--- src/rtl/core/affine_transform_accumulator_defines.svh ---
// Assertion macros used by the transform accumulator controller RTL.
`ifndef AFFINE_TRANSFORM_ACCUMULATOR_DEFINES_SVH
`define AFFINE_TRANSFORM_ACCUMULATOR_DEFINES_SVH

// Same-cycle implication, disabled in reset.
`define ATA_ASSERT_IMP(lbl, ck, rs, ante, cons) \
  lbl: assert property (@(posedge ck) disable iff (rs) (ante) |-> (cons)) \
    else $error("implication check failed");

// Next-cycle implication, disabled in reset.
`define ATA_ASSERT_NXT(lbl, ck, rs, ante, cons) \
  lbl: assert property (@(posedge ck) disable iff (rs) (ante) |=> (cons)) \
    else $error("next-cycle check failed");

`endif

--- src/rtl/core/atacc_pkg.sv ---
// Package: shared types, codes and the CORDIC angle table.
`default_nettype none
package atacc_pkg;

  localparam int FRACTION_BITS_DEF = 16;
  localparam int ELEMENT_WIDTH_DEF = 32;
  localparam int CORDIC_STEPS_DEF  = 16;

  localparam int STEP_W = 5;

  localparam logic [2:0] ACT_IDENTITY  = 3'd0;
  localparam logic [2:0] ACT_TRANSLATE = 3'd1;
  localparam logic [2:0] ACT_SCALE     = 3'd2;
  localparam logic [2:0] ACT_ROTATE    = 3'd3;
  localparam logic [2:0] ACT_READ      = 3'd4;

  localparam logic [1:0] AXIS_X    = 2'd0;
  localparam logic [1:0] AXIS_Y    = 2'd1;
  localparam logic [1:0] AXIS_Z    = 2'd2;
  localparam logic [1:0] AXIS_NONE = 2'd3;

  localparam logic signed [33:0] GAIN_INV_Q30 = 34'sd652032874;
  localparam logic [63:0] RAD_IN_DEG24 = 64'd961263669;

  typedef struct packed {
    logic              load_in;
    logic              load_id;
    logic              build_r;
    logic              cordic_init;
    logic              cordic_step;
    logic              build_rot;
    logic              mac;
    logic              commit;
    logic              out_load;
    logic [5:0]        cnt;
    logic [STEP_W-1:0] step;
  } cmd_t;

  typedef struct packed {
    logic [2:0] action;
    logic [1:0] axis;
    logic       out_free;
  } stat_t;

  // atan(2^-i) in degrees scaled by 2^24
  function automatic logic signed [35:0] atan_deg24(input logic [STEP_W-1:0] i);
    logic [63:0] tmp;
    tmp = 64'd0;
    case (i)
      5'd0:  atan_deg24 = 36'sd754974720;
      5'd1:  atan_deg24 = 36'sd445687602;
      5'd2:  atan_deg24 = 36'sd235489088;
      5'd3:  atan_deg24 = 36'sd119537938;
      5'd4:  atan_deg24 = 36'sd60000934;
      5'd5:  atan_deg24 = 36'sd30029717;
      5'd6:  atan_deg24 = 36'sd15018523;
      5'd7:  atan_deg24 = 36'sd7509720;
      5'd8:  atan_deg24 = 36'sd3754917;
      5'd9:  atan_deg24 = 36'sd1877466;
      5'd10: atan_deg24 = 36'sd938734;
      5'd11: atan_deg24 = 36'sd469367;
      default: begin
        tmp = RAD_IN_DEG24 + (64'd1 << (i - 5'd1));
        atan_deg24 = 36'(tmp >> i);
      end
    endcase
  endfunction

endpackage
`default_nettype wire

--- src/rtl/core/atacc_ctrl.sv ---
// Controller: sequences decode, CORDIC iterations, MAC sweep, commit and readout.
`default_nettype none
`include "affine_transform_accumulator_defines.svh"
module atacc_ctrl #(
  parameter int CORDIC_STEPS = atacc_pkg::CORDIC_STEPS_DEF
) (
  input  wire logic            clk,
  input  wire logic            rst,
  input  wire logic            s_tvalid,
  output logic                 s_tready,
  input  wire atacc_pkg::stat_t stat,
  output atacc_pkg::cmd_t      cmd
);

  localparam logic [2:0] ST_IDLE   = 3'd0;
  localparam logic [2:0] ST_DEC    = 3'd1;
  localparam logic [2:0] ST_CORD   = 3'd2;
  localparam logic [2:0] ST_ROTR   = 3'd3;
  localparam logic [2:0] ST_MAC    = 3'd4;
  localparam logic [2:0] ST_DRAIN  = 3'd5;
  localparam logic [2:0] ST_COMMIT = 3'd6;
  localparam logic [2:0] ST_READ   = 3'd7;

  localparam logic [atacc_pkg::STEP_W-1:0] LAST_STEP = atacc_pkg::STEP_W'(CORDIC_STEPS - 1);

  logic [2:0] state, state_next;
  logic [5:0] cnt, cnt_next;
  logic [atacc_pkg::STEP_W-1:0] step, step_next;

  always_ff @(posedge clk) begin
    if (rst) begin
      state <= ST_IDLE;
      cnt   <= '0;
      step  <= '0;
    end else begin
      state <= state_next;
      cnt   <= cnt_next;
      step  <= step_next;
    end
  end

  always_comb begin
    state_next = state;
    cnt_next   = cnt;
    step_next  = step;
    s_tready   = 1'b0;
    cmd        = '0;
    cmd.cnt    = cnt;
    cmd.step   = step;
    case (state)
      ST_IDLE: begin
        s_tready = 1'b1;
        if (s_tvalid) begin
          cmd.load_in = 1'b1;
          state_next  = ST_DEC;
        end
      end
      ST_DEC: begin
        cnt_next  = '0;
        step_next = '0;
        case (stat.action)
          atacc_pkg::ACT_IDENTITY: begin
            cmd.load_id = 1'b1;
            state_next  = ST_IDLE;
          end
          atacc_pkg::ACT_TRANSLATE, atacc_pkg::ACT_SCALE: begin
            cmd.build_r = 1'b1;
            state_next  = ST_MAC;
          end
          atacc_pkg::ACT_ROTATE: begin
            if (stat.axis == atacc_pkg::AXIS_NONE) begin
              state_next = ST_IDLE;
            end else begin
              cmd.cordic_init = 1'b1;
              state_next      = ST_CORD;
            end
          end
          atacc_pkg::ACT_READ: state_next = ST_READ;
          default: state_next = ST_IDLE;
        endcase
      end
      ST_CORD: begin
        cmd.cordic_step = 1'b1;
        if (step == LAST_STEP) begin
          state_next = ST_ROTR;
        end else begin
          step_next = step + 1'b1;
        end
      end
      ST_ROTR: begin
        cmd.build_rot = 1'b1;
        cnt_next      = '0;
        state_next    = ST_MAC;
      end
      ST_MAC: begin
        cmd.mac  = 1'b1;
        cnt_next = cnt + 1'b1;
        if (cnt == 6'd63) begin
          state_next = ST_DRAIN;
        end
      end
      ST_DRAIN: state_next = ST_COMMIT;
      ST_COMMIT: begin
        cmd.commit = 1'b1;
        state_next = ST_IDLE;
      end
      ST_READ: begin
        if (stat.out_free) begin
          cmd.out_load = 1'b1;
          cnt_next     = cnt + 1'b1;
          if (cnt[3:0] == 4'd15) begin
            state_next = ST_IDLE;
          end
        end
      end
      default: state_next = ST_IDLE;
    endcase
  end

  `ATA_ASSERT_NXT(a_mac_drain, clk, rst, state == ST_MAC && cnt == 6'd63, state == ST_DRAIN)
  `ATA_ASSERT_IMP(a_load_free, clk, rst, cmd.out_load, state == ST_READ && stat.out_free)
  `ATA_ASSERT_NXT(a_commit_idle, clk, rst, cmd.commit, state == ST_IDLE && !cmd.mac)

endmodule
`default_nettype wire

--- config.mk ---
export PLATFORM = sky130hd
export DESIGN_NAME = atacc_ctrl
export DESIGN_NICKNAME = d
export VERILOG_FILES = /design/src/rtl/core/atacc_pkg.sv /design/src/rtl/core/atacc_ctrl.sv
export VERILOG_INCLUDE_DIRS = /design/src /design/src/rtl/core
export SDC_FILE = /design/constraint.sdc
export NUM_CORES = 1
export LEC_CHECK = 0
export BUFFER_PORTS_ARGS = -buffer_cell sky130_fd_sc_hd__buf_2
export CELL_PAD_IN_SITES_DETAIL_PLACEMENT = 1
export CELL_PAD_IN_SITES_GLOBAL_PLACEMENT = 2
export CORE_UTILIZATION = 27
export DETAILED_ROUTE_END_ITERATION = 12
export PLACE_DENSITY_LB_ADDON = 0.1
export SKIP_CTS_REPAIR_TIMING = 1
export SLEW_MARGIN = 20
export SYNTH_ARGS = -nofsm -noshare
export SYNTH_HDL_FRONTEND = slang
export SYNTH_SLANG_ARGS = --single-unit
--- constraint.sdc ---
create_clock -name clk -period 2.4 [get_ports clk]
set_clock_uncertainty 0.1 [all_clocks]
set_input_delay 0.48 -clock clk [delete_from_list [all_inputs] [get_ports clk]]
set_output_delay 0.48 -clock clk [all_outputs]
set_load 0.02 [all_outputs]
## After elaboration in Yosys (flattened, before gate mapping)

Cells that the tools add are included.

- Add/sub/neg operators: 2
- Multiply operators: 0
- Divide/modulo/power cells: 0
- Order comparisons: 0
- Equal/unequal tests: 21
- Shifts and indexed selects: 0
- Multiplexer cells: 26
- Bitwise operators: 0
- Reduce and logical (&&, ||, !) cells: 9

Operators with widths:

| cell | number |
|---|---|
| 3-bit case mux with 8 select lines | 1 |
| 3-bit 2-to-1 mux | 6 |
| 6-bit case mux with 3 select lines | 1 |
| 3-bit equality test, second input constant | 5 |
| 1-bit 2-to-1 mux | 13 |
| 3-bit by 2-bit equality test with 1-bit output, second input constant | 4 |
| 2-bit != test, second input constant | 6 |
| 5-bit case mux with 2 select lines | 1 |
| 3-bit case mux with 3 select lines | 1 |
| 6-bit by 1-bit adder with 6-bit output, second input constant | 1 |
| 3-bit by 1-bit equality test with 1-bit output, second input constant | 2 |
| 6-bit equality test, second input constant | 1 |
| 3-bit logical NOT | 2 |
| 6-bit 2-to-1 mux | 1 |
| 5-bit by 1-bit adder with 5-bit output, second input constant | 1 |
| 5-bit by 4-bit equality test with 1-bit output, second input constant | 1 |
| 5-bit 2-to-1 mux | 1 |
| 5-bit AND reduction | 1 |
| 4-bit equality test, second input constant | 1 |
| 2-bit AND reduction | 2 |
| 2-bit OR reduction | 2 |
| 3-bit nonzero test | 1 |
| 2-bit equality test, second input constant | 1 |
| 2-bit 2-to-1 mux | 1 |
| 2-bit nonzero test | 1 |

- Register bits: 14
- Latch bits: 0
- Bits in writable memories: 0
- ROM bits: 0
- Logic and storage cells: 61
- Memories: 0

## Longest topological paths before layout

Gate-level depths: netlist of run 1.

- Depth in word-level cells: 4
- Gate-level depth with buffers: 9
- Gate-level depth less buffers: 8

## Worst setup path before layout of run 1

OpenSTA, ideal clock, no wires.

- Path type: reg2reg
- Start point: reg step[0] (netlist bit)
- End point: reg step[3] (netlist bit)
- Arrival time: 2.020 ns
- Data required time: 2.222 ns
- Slack: 0.202 ns
- Cell stages (with the launch flop): 9
- Period minus slack after synthesis: 2.198 ns
- Path through: dfxtp_1 -> ha_1 -> and3_1 -> ha_1 -> or3b_2 -> a21oi_4 -> nand4_1 -> xor2_1 -> nor3_1

- Cells in the longest elaborated chain, start to end: 3

RTL lines:

| item | RTL line | RTL |
|---|---|---|
| start, declared | atacc_ctrl.sv:28 | `logic [atacc_pkg::STEP_W-1:0] step, step_next;` |
| start signal, assigned | atacc_ctrl.sv:38 | `step <= step_next;` |
| 5-bit by 1-bit adder with 5-bit output / 5-bit by 4-bit equality test with 1-bit output (equally long branches) | atacc_ctrl.sv:87, atacc_ctrl.sv:84 |  |
| 5-bit 2-to-1 mux / 2-bit != test (equally long branches) | -- |  |
| 5-bit case mux with 2 select lines / 2-bit AND reduction (equally long branches) | -- |  |

Parallel ways exist; a longest one is shown, timed or not. The select of a mux whose other input is x is not followed.
A chain may end at the register's enable or synchronous reset.

==> run_results.csv, run 1 <==
group,metric,value,unit
layout,syn_to_final_growth,24.0,%
synthesis,synth_async_sr_flop_share,0,%
timing,finalMaxSlewViolations,0,
detailed_routing,drc,0,
timing,setup_ws,0.123,ns
power_and_ir_drop,leakage,0.518,nW
synthesis,ys_types,40,
critical_path,critPathKind,"flip-flop to primary output",
timing,whs,0.421,ns
floorplanning,design.die.area,3680,um^2
synthesis,syn_nets,127,
timing,clock.fmax,0.439,GHz
layout,n_antenna_cell,0,
power_and_ir_drop,p_total,977,uW
timing,min_period,2.28,ns
synthesis,synth_cells,115,
flow_run,cap_violations,0,
hold_path,min_path_type,"primary input to flip-flop",
grt,grt_pass1_vias,882,
synthesis,synth.most_common_cell,"nor2_1",
timing,setup_viol_count_final,0,
placement,post_dp_cell_area,1110,um^2
grt,track_usage,15.0,%
synthesis,ys.flop_type,"dfxtp_1",
floorplanning,initial_utilization,29.4,%
critical_path,worstSetupEndpointType,"primary output",
synthesis,yosysTopAreaCell,"dfxtp_1",
detailed_routing,drt_iter0_markers,31,
detailed_routing,vias,925,
critical_path,cp_max_fo,6,
synthesis,netlist.area_leader.share,30.2,%
floorplanning,row_count,20,
synthesis,ys_seq_area_share,30.2,%
detailed_routing,ant_nets,0,
timing,slew_headroom,66.8,%
clock_network,clk_latency,0.28,ns
critical_path,r2r-start,"step[0]",
grt,grt_pass1_wl,4060,um
synthesis,synth_commonest_cells,"22 x nor2_1, 14 x dfxtp_1, 7 x nand2_1, 6 x nor3_1, 6 x xor2_1",
timing,hold_viol_final,0,
floorplanning,dieHeight,60.6,um
synthesis,syn_area_per_cell,8.07,um^2
synthesis,netlist_area,928,um^2
placement,pre_cts_ws,0.163,ns
power_and_ir_drop,peakVddDrop,0.304,mV
grt,grt_max_degree,20,
clock_network,clockRootBuffer,"clkbuf_4",
hold_path,hp-start,"rst",
floorplanning,ios,30,
detailed_routing,drt_first_pass_iters,4,
clock_network,cts_made_buffers,3,
layout,fin_area,1150,um^2
run_status,status,"completed",
timing,worstMarginPinSlew,0.498,ns
detailed_routing,routedWlPerCell,13.3,um
critical_path,r2r_slack,0.14,ns
placement,hpwl,1860,um
critical_path,cp_slowest_stage_delay,0.51,ns
power_and_ir_drop,p_per_area,849,nW/um^2
grt,grt-ovfl-total,0,
layout,layout-drive-gt1-share,31.7,%
clock_network,clkSlewWorstSetupHoldPaths,0.09,ns
layout,nets,159,
clock_network,numClockSinks,14,
critical_path,path_cells,"inv_4 -> or4_4 -> a211oi_4 -> buf_2",
synthesis,yosys-top-cells-area,"dfxtp_1 30%, nor2_1 8.9%, xor2_1 5.7%",
synthesis,yosysWarnings,0,
placement,place.gp.congestion,0.736,
floorplanning,dieWidth,60.6,um
timing,period_share,94.9,%
clock_network,clockBufferDepth,2,
critical_path,worstPathRequired,1.82,ns
grt,antenna_found_initial,0,
detailed_routing,wl,2520,um
clock_network,cts_tree,"built",
critical_path,cp-start-kind,"flip-flop",
placement,portBuffers,29,
detailed_routing,viasPerCell,4.89,
synthesis,ys_seq_elements,14,
clock_network,htreeDepth,1,
critical_path,critPathSlowestCell,"or4_4",
layout,fillers,413,
critical_path,crit_arrival,1.70,ns
critical_path,crit_path_start,"state[0]",
floorplanning,core-area,3150,um^2
synthesis,synth_edf_count,0,
[per-stage QoR]
stage               util [%]  setup TNS (ns)  std cells
floorplan                  -               0        115
global placement        35.3               0        184
detailed placement      35.3               0        184
CTS                     36.0               0        187
global route            36.5       -0.000103        189
finish                  36.5               0        189
[critical path, delay by kind of cell (launching register included)]
family	cells	cell delay, ns
DFF	1	0.38
buffers and inverters	2	0.27
and+or+nand+nor	1	0.51
AOI/OAI and AO/OA	1	0.25
[registers in the layout, summed over array words and instances (netlist names)]
| register | flops |
|---|---|
| cnt | 6 |
| state | 3 |
| step | 5 |
[final cells by class]
cell class / count / area, um^2 / share of cell area [%]
multi-input combinational: 91 / 597 / 51.8
sequential: 14 / 280 / 24.3
timing repair buffer: 34 / 183 / 15.9
tap: 44 / 55.1 / 4.78
clock buffer: 3 / 22.5 / 1.96
inverter: 3 / 13.8 / 1.20
[layer usage]
| metal | wire length (um) | global-route usage, % |
|---|---|---|
| met2 | 1260 | 26.2 |
| met5 | 0 | 0 |
| met1 | 1110 | 18.3 |
| met4 | 34 | 2.92 |
| met3 | 124 | 4.69 |
[logic make-up after synthesis]
family	after synthesis	share of synthesized area (%)
AO/OA/AOI/OAI	15	14.3
XOR/XNOR	8	7.55
adder cells (fa/ha/maj)	3	4.04
buffers and inverters	10	5.53
flip-flops	14	30.2
multiplexers	4	4.45
AND/OR/NAND/NOR	61	34.0
[cells in the final DEF (no fill, tap or decap), types with 4 or more instances in the layout]
cell type	count
dfxtp_1	14
xor2_1	6
nand2_1	7
buf_4	5
nor2_1	22
nand2b_1	4
buf_2	29
nor3_1	6
[power breakdown]
group	internal (mW)	switching, mW
clock	0.0582	0.0780
combinational	0.219	0.344
sequential	0.256	0.0223
total	0.533	0.444
[path summary, 6_finish.rpt]
kind	endpoint	cells after the start
max	cmd[16]	4
min	cnt[0]	2
max reg2reg	step[3]	8
min reg2reg	cnt[1]	2
Note: power is estimated with default switching activity, not from simulation.
==> run 2: changes to the inputs <==
- ABC_AREA: not set -> 1
- CORE_UTILIZATION: 27 -> 25
==> run 2 against run 1 <==
Against the previous run:
- combinational power increased by 37%
- setup slack improved by 0.25 ns
- register-to-register slack improved by 0.41 ns
- clock power increased by 79%
- die area increased by 13%
- first-iteration DRC count decreased by 6.5%
- largest cell class unchanged
- largest power group unchanged
==> run_results.csv, run 2 <==
group,metric,value,unit
run_status,status,"completed",
critical_path,critPathSlowestCell,"dfxtp_1",
synthesis,syn_nets,164,
timing,min_period,2.03,ns
synthesis,yosysTopAreaCell,"dfxtp_1",
detailed_routing,ant_nets,0,
floorplanning,ios,30,
floorplanning,initial_utilization,26.4,%
detailed_routing,drt_iter0_markers,29,
detailed_routing,routedWlPerCell,11.8,um
power_and_ir_drop,power_frac_comb,54.9,%
timing,rsz0062_at_grt,"false",
synthesis,ys_seq_elements,14,
synthesis,netlist_area,975,um^2
timing,finalMaxSlewViolations,0,
detailed_routing,drt_first_pass_iters,4,
layout,reg_top3,"cnt (6), step (5), state (3)",
clock_network,numClockSinks,14,
critical_path,worstSetupPathDepth,5,
synthesis,yosys-top-cells-area,"dfxtp_1 29%, nand2_1 12%, inv_1 8.5%",
floorplanning,row_count,22,
synthesis,synth_cells,152,
synthesis,synth.most_common_cell,"nand2_1",
power_and_ir_drop,clockPowerShare,17.3,%
timing,setup_tns,0,ns
flow_run,cap_violations,0,
critical_path,reg2reg_depth,11,
layout,layout-drive-gt1-share,27.7,%
detailed_routing,drc,0,
grt,antenna_found_initial,0,
placement,place.gp.congestion,0.734,
synthesis,ys_types,22,
critical_path,path_delay_family,"flip-flops",
critical_path,r2r_slack,0.55,ns
power_and_ir_drop,internal_power,687,uW
clock_network,cts_made_buffers,3,
power_and_ir_drop,switching_share,51.2,%
power_and_ir_drop,p_total,1.41,mW
floorplanning,dieWidth,64.4,um
detailed_routing,vias,1068,
power_and_ir_drop,seq_power_share,27.8,%
synthesis,synth_async_sr_flop_share,0,%
floorplanning,core-area,3690,um^2
layout,regMostFlops,"cnt",
hold_path,hp-start,"rst",
critical_path,path_cells,"nand2_4 -> nor2_4 -> inv_2 -> nor3_1 -> buf_2",
synthesis,synth_edf_count,0,
clock_network,clockBufferDepth,2,
detailed_routing,wl,2750,um
layout,largest_reg_flops,6,
hold_path,holdPathStages,2,
critical_path,cp_max_fo,8,
clock_network,htreeDepth,1,
timing,clock.fmax,0.494,GHz
timing,slew_headroom,76.1,%
synthesis,ys_seq_area_share,28.8,%
layout,seq_area,280,um^2
synthesis,ys.flop_type,"dfxtp_1",
critical_path,worstSetupEndpointType,"primary output",
placement,hpwl,2220,um
detailed_routing,viasPerCell,4.60,
synthesis,syn_area_per_cell,6.41,um^2
power_and_ir_drop,leakage,0.651,nW
critical_path,r2r_end,"state[0]",
layout,layout_commonest_cell,"nand2_1",
clock_network,clkSlewWorstSetupHoldPaths,0.07,ns
layout,multiInputGateArea,589,um^2
timing,hold_viol_final,0,
synthesis,netlist.area_leader.share,28.8,%
critical_path,cp_slowest_stage_delay,0.54,ns
grt,grt_pass1_vias,1083,
critical_path,r2r-start,"step[0]",
critical_path,crit_arrival,1.45,ns
layout,mostFrequentLayoutCells,"32 x nand2_1, 29 x buf_2, 22 x inv_1",
grt,grt-ovfl-total,0,
critical_path,cp-start-kind,"flip-flop",
floorplanning,design.die.area,4150,um^2
hold_path,worst_hold_path.endpoint,"cnt[3]",
timing,period_share,84.4,%
layout,syn_to_final_growth,25.5,%
synthesis,synth_commonest_cells,"32 x nand2_1, 22 x inv_1, 19 x nor2_1, 14 x dfxtp_1, 14 x nand3_1",
timing,worstMarginPinSlew,0.357,ns
critical_path,critPathKind,"flip-flop to primary output",
critical_path,worstPathRequired,1.82,ns
synthesis,yosysWarnings,0,
critical_path,worst-path-buf-inv,2,
clock_network,clk_latency,0.25,ns
power_and_ir_drop,p_per_area,1150,nW/um^2
layout,nets,197,
timing,setup_viol_count_final,0,
grt,track_usage,15.1,%
hold_path,min_path_type,"primary input to flip-flop",
grt,grt_pass1_wl,4890,um
power_and_ir_drop,peakVddDrop,0.523,mV
layout,n_antenna_cell,0,
clock_network,cts_tree,"built",
floorplanning,dieHeight,64.4,um
grt,grt_max_degree,10,
power_and_ir_drop,switchingPower,719,uW
layout,fillers,509,
clock_network,clockRootBuffer,"clkbuf_8",
placement,portBuffers,29,
[run 2: cell types whose count changed after synthesis, moves of 5 or more]
cell | before | now
nand2_1 | 7 | 32
xor2_1 | 6 | 1
a21oi_1 | 3 | 10
inv_1 | 2 | 22
nand3_1 | 3 | 14
[run 2: worst max path at each step]
stage / from / to / slack [ns]
CTS: state[0] / cmd[18] / 0.36
global placement: state[0] / cmd[18] / 0.62
floorplan: state[2] / cmd[18] / 0.62
detailed placement: step[0] / state[0] / 0.57
global route: state[0] / cmd[18] / 0.25
finish: state[0] / cmd[18] / 0.37
[run 2: per-stage QoR]
step | setup slack (ns) | cells | utilization (%) | hold WS (ns) | area, um^2
6_report | 0.375 | 232 | 33.2 | 0.404 | 1220
3_5_place_dp | 0.570 | 228 | 31.7 | 0.404 | 1170
4_1_cts | 0.356 | 232 | 33.2 | 0.405 | 1220
5_1_grt | 0.252 | 232 | 33.2 | 0.436 | 1220
3_3_place_gp | 0.620 | 228 | 31.7 | 0.402 | 1170
2_1_floorplan | 0.615 | 152 | - | 0.449 | 975
[run 2: final cells by class]
| type | count | share of cell area, % |
|---|---|---|
| multi-input combinational | 112 | 48.2 |
| sequential | 14 | 22.9 |
| timing repair buffer | 29 | 11.9 |
| inverter | 25 | 7.67 |
| tap | 48 | 4.91 |
| clock buffer | 4 | 4.50 |
[run 2: power groups by stage]
stage	Sequential, mW	Combinational, mW	Clock [mW]
6_report	0.391	0.772	0.243
3_5_place_dp	0.395	0.785	0
4_1_cts	0.391	0.788	0.250
2_1_floorplan	0.411	0.555	0
3_3_place_gp	0.391	0.771	0
5_1_grt	0.403	0.877	0.259
[run 2: cell families after synthesis]
kind of cell             after synthesis  share of synthesized area [%]
adder cells (fa/ha/maj)                3                           3.85
flip-flops                            14                           28.8
AND/OR/NAND/NOR                       87                           43.0
AO/OA/AOI/OAI                         20                           11.8
buffers and inverters                 26                           10.8
XOR/XNOR                               2                           1.80
[run 2: metal layers]
metal	global-route usage, %	share of wire [%]	vias up
li1	-	-	545
met5	0	0	-
met4	5.83	1.1	0
met2	26.4	47	20
met1	18.8	49	501
met3	1.58	3.4	2
==> run 3: changes to the inputs <==
- ABC_AREA: 1 -> 0
- clock period: 2.4 -> 1.83 ns (I/O delays scaled with it)
==> run 3 against run 2 <==
Against the previous run:
- the flow now finishes with violations (negative setup slack)
- first-iteration DRC count is the same
- sequential power shrank 6.9%
- cell area grew 15%
- die area shrank 4.6%
- routed wire length shrank 0.98%
- power grew 10%
- combinational power grew 19%
- flip-flop and latch count is the same
- critical path type unchanged
- critical endpoint is now cmd[16]
- highest routed layer unchanged
==> run_results.csv, run 3 (same netlist as run 1, synthesis figures left out) <==
group,metric,value,unit
detailed_routing,vias,954,
critical_path,crit_arrival,1.53,ns
layout,largest_reg_flops,6,
grt,grt-ovfl-total,0,
layout,reg_top3,"cnt (6), step (5), state (3)",
timing,min_period,1.99,ns
timing,hold_viol_final,0,
power_and_ir_drop,p_per_area,1110,nW/um^2
grt,grt_pass1_wl,4390,um
floorplanning,dieHeight,62.9,um
grt,antenna_found_initial,0,
timing,setup_viol_count_final,10,
layout,mostFrequentLayoutCells,"26 x buf_2, 21 x nor2_1, 16 x buf_4",
critical_path,worstPathRequired,1.36,ns
timing,period_share,109,%
clock_network,cts_made_buffers,3,
timing,worstMarginPinSlew,0.412,ns
detailed_routing,routedWlPerCell,13.2,um
layout,regMostFlops,"cnt",
power_and_ir_drop,peakVddDrop,0.356,mV
clock_network,cts_tree,"built",
floorplanning,core-area,3440,um^2
floorplanning,design.die.area,3960,um^2
run_status,violations,"negative setup slack",
placement,hpwl,2010,um
detailed_routing,drt_first_pass_iters,4,
clock_network,numClockSinks,14,
hold_path,min_path_type,"primary input to flip-flop",
layout,n_antenna_cell,0,
detailed_routing,drc,0,
critical_path,cp_max_fo,5,
timing,rsz0062_at_grt,"true",
timing,finalMaxSlewViolations,0,
layout,layout-drive-gt1-share,46.9,%
flow_run,cap_violations,0,
clock_network,clockRootBuffer,"clkbuf_8",
placement,place.gp.congestion,0.755,
power_and_ir_drop,p_total,1.55,mW
timing,whs,0.349,ns
clock_network,htreeDepth,1,
floorplanning,dieWidth,62.9,um
power_and_ir_drop,leakage,0.617,nW
critical_path,cp-start-kind,"flip-flop",
layout,syn_to_final_growth,51.2,%
critical_path,worstSetupEndpointType,"primary output",
layout,layout_commonest_cell,"buf_2",
timing,slew_headroom,72.5,%
floorplanning,row_count,21,
detailed_routing,wl,2720,um
clock_network,clkSlewWorstSetupHoldPaths,0.06,ns
grt,track_usage,14.0,%
grt,grt_pass1_vias,936,
timing,clock.fmax,0.501,GHz
run_status,status,"complete, but fails checks",
grt,grt_max_degree,20,
timing,setup_ws,-0.165,ns
layout,final_util,40.8,%
critical_path,critPathKind,"flip-flop to primary output",
floorplanning,initial_utilization,27.0,%
detailed_routing,drt_iter0_markers,29,
floorplanning,ios,30,
detailed_routing,ant_nets,0,
detailed_routing,viasPerCell,4.63,
layout,nets,173,
clock_network,clk_latency,0.25,ns
placement,portBuffers,29,
placement,pre_cts_ws,-0.206,ns
clock_network,clockBufferDepth,2,
## run 3: cell types whose count changed in the layout (fill, tap and decap cells not counted), moves of 4 or more
cell,previous run,this run
xor2_1,1,6
nand3_1,14,3
nand2_1,32,6
inv_1,22,2
buf_6,0,6
nor3_1,7,2
nand2_4,4,0
a21oi_1,10,3
buf_4,0,16
nand2b_1,0,4
o21ai_0,6,1
## run 3: final cells by class
class                           instances  area (um^2)
Fill cell                             426         2040
Multi-Input combinational cell         91          681
Timing Repair Buffer                   48          318
Sequential cell                        14          289
Tap cell                               46         57.6
Clock buffer                            4         45.0
Inverter                                3         13.8
## run 3: metal layers
layer	routed length, um	track usage, %	vias up
met5	0	0	-
met4	18	2.62	0
met3	117	4.20	2
met2	1400	24.1	20
met1	1180	17.2	443
li1	-	-	489
## run 3: critical path, cell delays in order (launching register included)
cell and delay, ns:
dfxtp_2 0.35, inv_4 0.05, or4_4 0.53, a211oi_4 0.21, buf_6 0.15
## run 3: final timing paths
check                              start       to  slack, ns  cells after the start
worst max register to register   step[1]  step[3]      -0.15                      8
worst min-delay path                 rst  step[0]       0.35                      2
worst min register to register    cnt[5]   cnt[5]       0.44                      2
worst max-delay path            state[0]  cmd[16]      -0.16                      4
## run 3: report_power, final
part	internal [mW]	switching, mW	total [mW]
sequential	0.338	0.0256	0.364
combinational	0.415	0.505	0.920
clock	0.154	0.115	0.270
total	0.907	0.646	1.55
## run 3: through the flow
stage               TNS, ns  instance area [um^2]  std cells
floorplan            -0.389                   985        115
global placement     -0.452                  1250        197
detailed placement   -0.720                  1250        197
CTS                   -1.24                  1300        201
global route          -1.67                  1400        206
finish               -0.946                  1400        206
